===== src/rtl/rmq_pkg.sv =====
// Shared types and constants for the rotation matrix to quaternion pipeline.
package rmq_pkg;

    localparam int ELEM_W     = 16;
    localparam int NUM_ELEM   = 9;
    localparam int VAL_W      = 18;
    localparam int MAG_W      = 17;
    localparam int SQ_W       = 2 * MAG_W;
    localparam int NRM_W      = 35;
    localparam int NORM_SHIFT = 28;
    localparam int ROOT_W     = 32;
    localparam int REM_W      = 34;
    localparam int DEN_W      = ROOT_W + 1;
    localparam int DIV_W      = 48;
    localparam int QUO_W      = 16;
    localparam int NUM_COMP   = 4;
    localparam int ONE_Q14    = 16384;

    localparam int LAT_FRONT  = 4;
    localparam int LAT_SQRT   = ROOT_W;
    localparam int LAT_DIV    = QUO_W + 1;
    localparam int LATENCY    = LAT_FRONT + LAT_SQRT + LAT_DIV + 1;

    // Matrix element order: c0r0 c0r1 c0r2 c1r0 c1r1 c1r2 c2r0 c2r1 c2r2
    typedef logic [NUM_ELEM-1:0][ELEM_W-1:0] rmq_mat_t;

    // Component order: x y z w
    typedef struct packed {
        logic                bad;
        logic [NUM_COMP-1:0] neg;
    } rmq_flags_t;

    typedef struct packed {
        rmq_flags_t                          flags;
        logic [NUM_COMP-1:0][MAG_W-1:0]      mag;
    } rmq_item_t;

    typedef logic [NUM_COMP-1:0][QUO_W-1:0] rmq_quo_t;

endpackage


===== src/rtl/rmq_front.sv =====
// Front end: pivot selection, scaled quaternion, squares and squared norm.
module rmq_front (
    input  logic                  clk,
    input  logic                  rst_n,
    input  logic                  in_valid,
    input  rmq_pkg::rmq_mat_t     in_mat,
    output logic                  out_valid,
    output rmq_pkg::rmq_item_t    out_item,
    output logic [rmq_pkg::NRM_W-1:0] out_nrm
);

    localparam logic signed [rmq_pkg::VAL_W-1:0] ONE =
        rmq_pkg::VAL_W'(rmq_pkg::ONE_Q14);

    logic                     s1_valid_reg;
    rmq_pkg::rmq_mat_t        mat_reg;
    logic                     s2_valid_reg;
    rmq_pkg::rmq_item_t       s2_item_reg;
    rmq_pkg::rmq_item_t       s2_item_next;
    logic                     s3_valid_reg;
    rmq_pkg::rmq_item_t       s3_item_reg;
    logic [rmq_pkg::SQ_W-1:0] sq_reg [rmq_pkg::NUM_COMP];
    logic [rmq_pkg::SQ_W-1:0] sq_next [rmq_pkg::NUM_COMP];
    logic                     s4_valid_reg;
    rmq_pkg::rmq_item_t       s4_item_reg;
    logic [rmq_pkg::NRM_W-1:0] nrm_reg;
    logic [rmq_pkg::NRM_W-1:0] nrm_next;

    logic signed [rmq_pkg::VAL_W-1:0] a [rmq_pkg::NUM_ELEM];
    logic signed [rmq_pkg::VAL_W-1:0] v [rmq_pkg::NUM_COMP];
    logic signed [rmq_pkg::VAL_W-1:0] trace;
    logic signed [rmq_pkg::VAL_W-1:0] rad;

    always_comb
    begin
        for (int i = 0; i < rmq_pkg::NUM_ELEM; i++)
        begin
            a[i] = rmq_pkg::VAL_W'(signed'(mat_reg[i]));
        end
        trace = a[0] + a[4] + a[8];
        if (trace > 0)
        begin
            rad  = ONE + trace;
            v[0] = a[5] - a[7];
            v[1] = a[6] - a[2];
            v[2] = a[1] - a[3];
            v[3] = rad;
        end
        else if (a[0] > a[4] && a[0] > a[8])
        begin
            rad  = ONE + a[0] - a[4] - a[8];
            v[0] = rad;
            v[1] = a[1] + a[3];
            v[2] = a[2] + a[6];
            v[3] = a[5] - a[7];
        end
        else if (a[4] > a[8])
        begin
            rad  = ONE + a[4] - a[0] - a[8];
            v[0] = a[1] + a[3];
            v[1] = rad;
            v[2] = a[5] + a[7];
            v[3] = a[6] - a[2];
        end
        else
        begin
            rad  = ONE + a[8] - a[0] - a[4];
            v[0] = a[2] + a[6];
            v[1] = a[5] + a[7];
            v[2] = rad;
            v[3] = a[1] - a[3];
        end
        s2_item_next.flags.bad = (rad <= 0);
        for (int i = 0; i < rmq_pkg::NUM_COMP; i++)
        begin
            s2_item_next.flags.neg[i] = v[i] < 0;
            s2_item_next.mag[i] = (v[i] < 0) ? rmq_pkg::MAG_W'(-v[i])
                                             : rmq_pkg::MAG_W'(v[i]);
        end
    end

    always_comb
    begin
        for (int i = 0; i < rmq_pkg::NUM_COMP; i++)
        begin
            sq_next[i] = rmq_pkg::SQ_W'(s2_item_reg.mag[i]) *
                         rmq_pkg::SQ_W'(s2_item_reg.mag[i]);
        end
        nrm_next = rmq_pkg::NRM_W'(sq_reg[0]) + rmq_pkg::NRM_W'(sq_reg[1]) +
                   rmq_pkg::NRM_W'(sq_reg[2]) + rmq_pkg::NRM_W'(sq_reg[3]);
    end

    always_ff @(posedge clk or negedge rst_n)
    begin
        if (!rst_n)
        begin
            s1_valid_reg <= 1'b0;
            s2_valid_reg <= 1'b0;
            s3_valid_reg <= 1'b0;
            s4_valid_reg <= 1'b0;
        end
        else
        begin
            s1_valid_reg <= in_valid;
            s2_valid_reg <= s1_valid_reg;
            s3_valid_reg <= s2_valid_reg;
            s4_valid_reg <= s3_valid_reg;
        end
    end

    always_ff @(posedge clk)
    begin
        mat_reg     <= in_mat;
        s2_item_reg <= s2_item_next;
        s3_item_reg <= s2_item_reg;
        sq_reg      <= sq_next;
        s4_item_reg <= s3_item_reg;
        nrm_reg     <= nrm_next;
    end

    assign out_valid = s4_valid_reg;
    assign out_item  = s4_item_reg;
    assign out_nrm   = nrm_reg;

endmodule


===== config.mk =====
export PLATFORM = sky130hd
export DESIGN_NAME = rmq_front
export DESIGN_NICKNAME = d
export VERILOG_FILES = /design/src/rtl/rmq_pkg.sv /design/src/rtl/rmq_front.sv
export SDC_FILE = /design/constraint.sdc
export NUM_CORES = 2
export LEC_CHECK = 0
export BUFFER_PORTS_ARGS = -buffer_cell sky130_fd_sc_hd__buf_4
export CORE_MARGIN = 4
export CORE_UTILIZATION = 49
export CTS_BUF_LIST = sky130_fd_sc_hd__clkbuf_4 sky130_fd_sc_hd__clkbuf_8
export DETAILED_ROUTE_END_ITERATION = 6
export PLACE_DENSITY_LB_ADDON = 0.25
export RECOVER_POWER = 50
export SLEW_MARGIN = 20
export SYNTH_ARGS = -nofsm -noshare
export SYNTH_HDL_FRONTEND = slang
export SYNTH_SLANG_ARGS = --single-unit

===== constraint.sdc =====
create_clock -name clk -period 8.4 [get_ports clk]
set_input_delay 1.68 -clock clk [delete_from_list [all_inputs] [get_ports clk]]
set_output_delay 1.68 -clock clk [all_outputs]
set_load 0.05 [all_outputs]

==> flow_summary.toml <==
[status]
run_status = "finished, violations left"
violations = "DRC"

[synth]
flop_and_latch_count_out_of_synthesis = 530
yosysUniqueCellTypes = 107
synth_enable_flop_cells = 0
post_synth.cell_area_avg_um2 = 9.41
post_synth_inst_count = 6558
synth-seq-area-share = 0.172
yosys_warning_count = 0
async_flop_share = 0.00755
synth_flop_cell = "sky130_fd_sc_hd__dfxtp_1"
mappedNetlistArea_mm2 = 0.0617

[grt]
global_route_wire_length_before_repair_um = 260000
first_global_vias = 48100
antenna_found_initial = 13
groute.usage.overall = 0.252
grt_overflow = 0
grt_start_max_net_pins = 67

[clock_network]
tritoncts.num_buffers = 92
root_buffer = "sky130_fd_sc_hd__clkbuf_8"
post-cts-setup-buffer-count = 0
max-clock-path-buffers = 3
cts_hold_buffers = 0
cts-resized-gates = 0
cts.reportedPaths.clkPinSlew_ns = 0.06
clk-insertion-delay-late_ns = 0.84
cts.sink_count = 530
cts-htree-levels = 3
cts_tree = "built"

[routing]
detail_route.wirelength_um = 163000
vias_per_cell = 5.30
route.antenna.remaining_nets = 0
drt-wirelength-per-cell_um = 19.1
drt_iter0_drc = 2893
vias = 45000
dr.pass1.iters = 7
drc_errors = 1

[critical_path]
setup.worst_path.class = "register to register"
required_ns = 9.15
critPathMaxFanout = 15
start_kind = "register"
critPathArrivalTime_ns = 8.32
ff2ff_setup_slack_ns = 0.83
endpoint_kind = "register"

[die]
die_area_mm2 = 0.132
placeableCoreArea_mm2 = 0.124
initial_core_util = 0.496
top_level_ports = 256
chipHeight_um = 363
placement_rows = 129
die_w_um = 363

[placement]
gp_congestion = 0.967
detailedPlace.worstSlack_ns = 1.18
dpl.cell_count = 8318
port_buffers = 255
dp_hpwl_um = 136000

[sta]
timing_max_transition_violations_final = 0
post-route-min-period_ns = 7.57
slew_headroom = 0.168
fin_ws_ns = 0.830
setup_viol = 0
finalHoldViolCount = 0
timing_worst_slew_pin_value_ns = 1.25
grt_setup_unrepaired = "false"
final.period_utilization = 0.901
fin_skew_ns = 0.0777
finalSetupTns_ns = 0
fmaxAchievable_ghz = 0.132

[cells_and_area]
fill_cells = 11200
drive_gt1_frac = 0.0794
finalNetCount = 8599
flow.area_growth_from_synthesis_pct = 9.07
mostFrequentLayoutCells = "1,332 x sky130_fd_sc_hd__inv_1, 900 x sky130_fd_sc_hd__fa_1, 777 x sky130_fd_sc_hd__ha_1"
instances_no_fill = 8498
largest_register_ff_count = 144
layout.cells.most_common = "sky130_fd_sc_hd__inv_1"

[min_path]
hold_class = "register to register"

[flow_run]
max_cap_violations = 0
synthesized netlist by cell type, types with 41 or more instances:
library cell | n | share of area
sky130_fd_sc_hd__inv_1 | 1332 | 0.081
sky130_fd_sc_hd__fa_1 | 900 | 0.29
sky130_fd_sc_hd__ha_1 | 777 | 0.16
sky130_fd_sc_hd__dfxtp_1 | 526 | 0.17
sky130_fd_sc_hd__nand2_1 | 505 | 0.031
sky130_fd_sc_hd__nor2_1 | 276 | 0.017
sky130_fd_sc_hd__a21oi_1 | 251 | 0.020
sky130_fd_sc_hd__xnor2_1 | 250 | 0.035
sky130_fd_sc_hd__and2_1 | 228 | 0.023
sky130_fd_sc_hd__o21ai_0 | 178 | 0.014
sky130_fd_sc_hd__clkbuf_1 | 120 | 0.0073
sky130_fd_sc_hd__xor2_1 | 114 | 0.016
sky130_fd_sc_hd__a21o_1 | 88 | 0.011
sky130_fd_sc_hd__nor3_1 | 81 | 0.0066
sky130_fd_sc_hd__nor2b_1 | 68 | 0.0069
sky130_fd_sc_hd__mux2i_1 | 59 | 0.0096
sky130_fd_sc_hd__nand3_1 | 58 | 0.0047
sky130_fd_sc_hd__nand2b_1 | 56 | 0.0057
sky130_fd_sc_hd__a211oi_1 | 47 | 0.0057
sky130_fd_sc_hd__o21a_1 | 46 | 0.0056
sky130_fd_sc_hd__o21bai_1 | 41 | 0.0050
final timing paths:
kind,start,endpoint,cells after the start
max in group asynchronous,rst_n,out_valid$_DFF_PN0_,1
worst min-delay path,s3_item_reg[45]$_DFF_P_,out_item[45]$_DFF_P_,0
worst max-delay path,s2_item_reg[25]$_DFF_P_,sq_reg[100]$_DFF_P_,23
worst min register to register,s3_item_reg[45]$_DFF_P_,out_item[45]$_DFF_P_,0
worst max register to register,s2_item_reg[25]$_DFF_P_,sq_reg[100]$_DFF_P_,23
min in group asynchronous,rst_n,s1_valid_reg$_DFF_PN0_,1
critical path, cell delays in order, from the launching register on:
cell,delay (ns)
sky130_fd_sc_hd__dfxtp_1,0.31
sky130_fd_sc_hd__clkbuf_1,0.75
sky130_fd_sc_hd__inv_1,0.38
sky130_fd_sc_hd__nor2_1,0.29
sky130_fd_sc_hd__inv_1,0.09
sky130_fd_sc_hd__fa_1,0.49
sky130_fd_sc_hd__fa_1,0.47
sky130_fd_sc_hd__fa_1,0.53
sky130_fd_sc_hd__fa_1,0.54
sky130_fd_sc_hd__inv_1,0.05
sky130_fd_sc_hd__fa_1,0.47
sky130_fd_sc_hd__inv_1,0.05
sky130_fd_sc_hd__fa_1,0.47
sky130_fd_sc_hd__inv_1,0.04
sky130_fd_sc_hd__ha_1,0.35
sky130_fd_sc_hd__nand2_1,0.08
sky130_fd_sc_hd__a2111oi_0,0.73
sky130_fd_sc_hd__nor3_1,0.20
sky130_fd_sc_hd__nor4_1,0.41
sky130_fd_sc_hd__o311ai_0,0.20
sky130_fd_sc_hd__nand2b_1,0.17
sky130_fd_sc_hd__nand2_1,0.07
sky130_fd_sc_hd__o21ai_0,0.20
sky130_fd_sc_hd__xor2_1,0.16
logic make-up (layout without fill, tap and decap cells):
kind of cell	after synthesis	count (layout)	synth area share
fa+ha+maj	1677	1677	0.449
mux	88	88	0.0151
buf+inv	1502	1794	0.0938
xor+xnor	364	364	0.0517
other cells	2	13	0.000122
flops	530	530	0.172
compound gates	935	935	0.101
simple gates	1460	1460	0.116
per-layer routing:
layer	GRT usage	share of wire
met3	0.0417	0.057
met5	0	0
met4	0.111	0.047
met2	0.429	0.48
met1	0.318	0.42
final cells by class:
cell class | count | area (µm²) | area share
Antenna cell | 10 | 25.0 | 0.000372
Clock buffer | 130 | 1670 | 0.0248
Clock inverter | 40 | 508 | 0.00755
Inverter | 1334 | 5010 | 0.0744
Multi-Input combinational cell | 4527 | 45300 | 0.674
Sequential cell | 530 | 10600 | 0.158
Tap cell | 1637 | 2050 | 0.0304
Timing Repair Buffer | 290 | 2090 | 0.0311
metrics by stage:
stage          hold WS [ns]   util  instance area (µm²)
4_1_cts               0.325  0.541                67400
3_3_place_gp          0.311  0.524                65200
5_1_grt               0.326  0.541                67300
6_report              0.322  0.541                67300
2_1_floorplan         0.310      -                61700
3_5_place_dp          0.312  0.524                65200
Power is left out: the tool's default activity adds up to more than one toggle a clock period on the data nets, which glitch-free logic cannot reach.
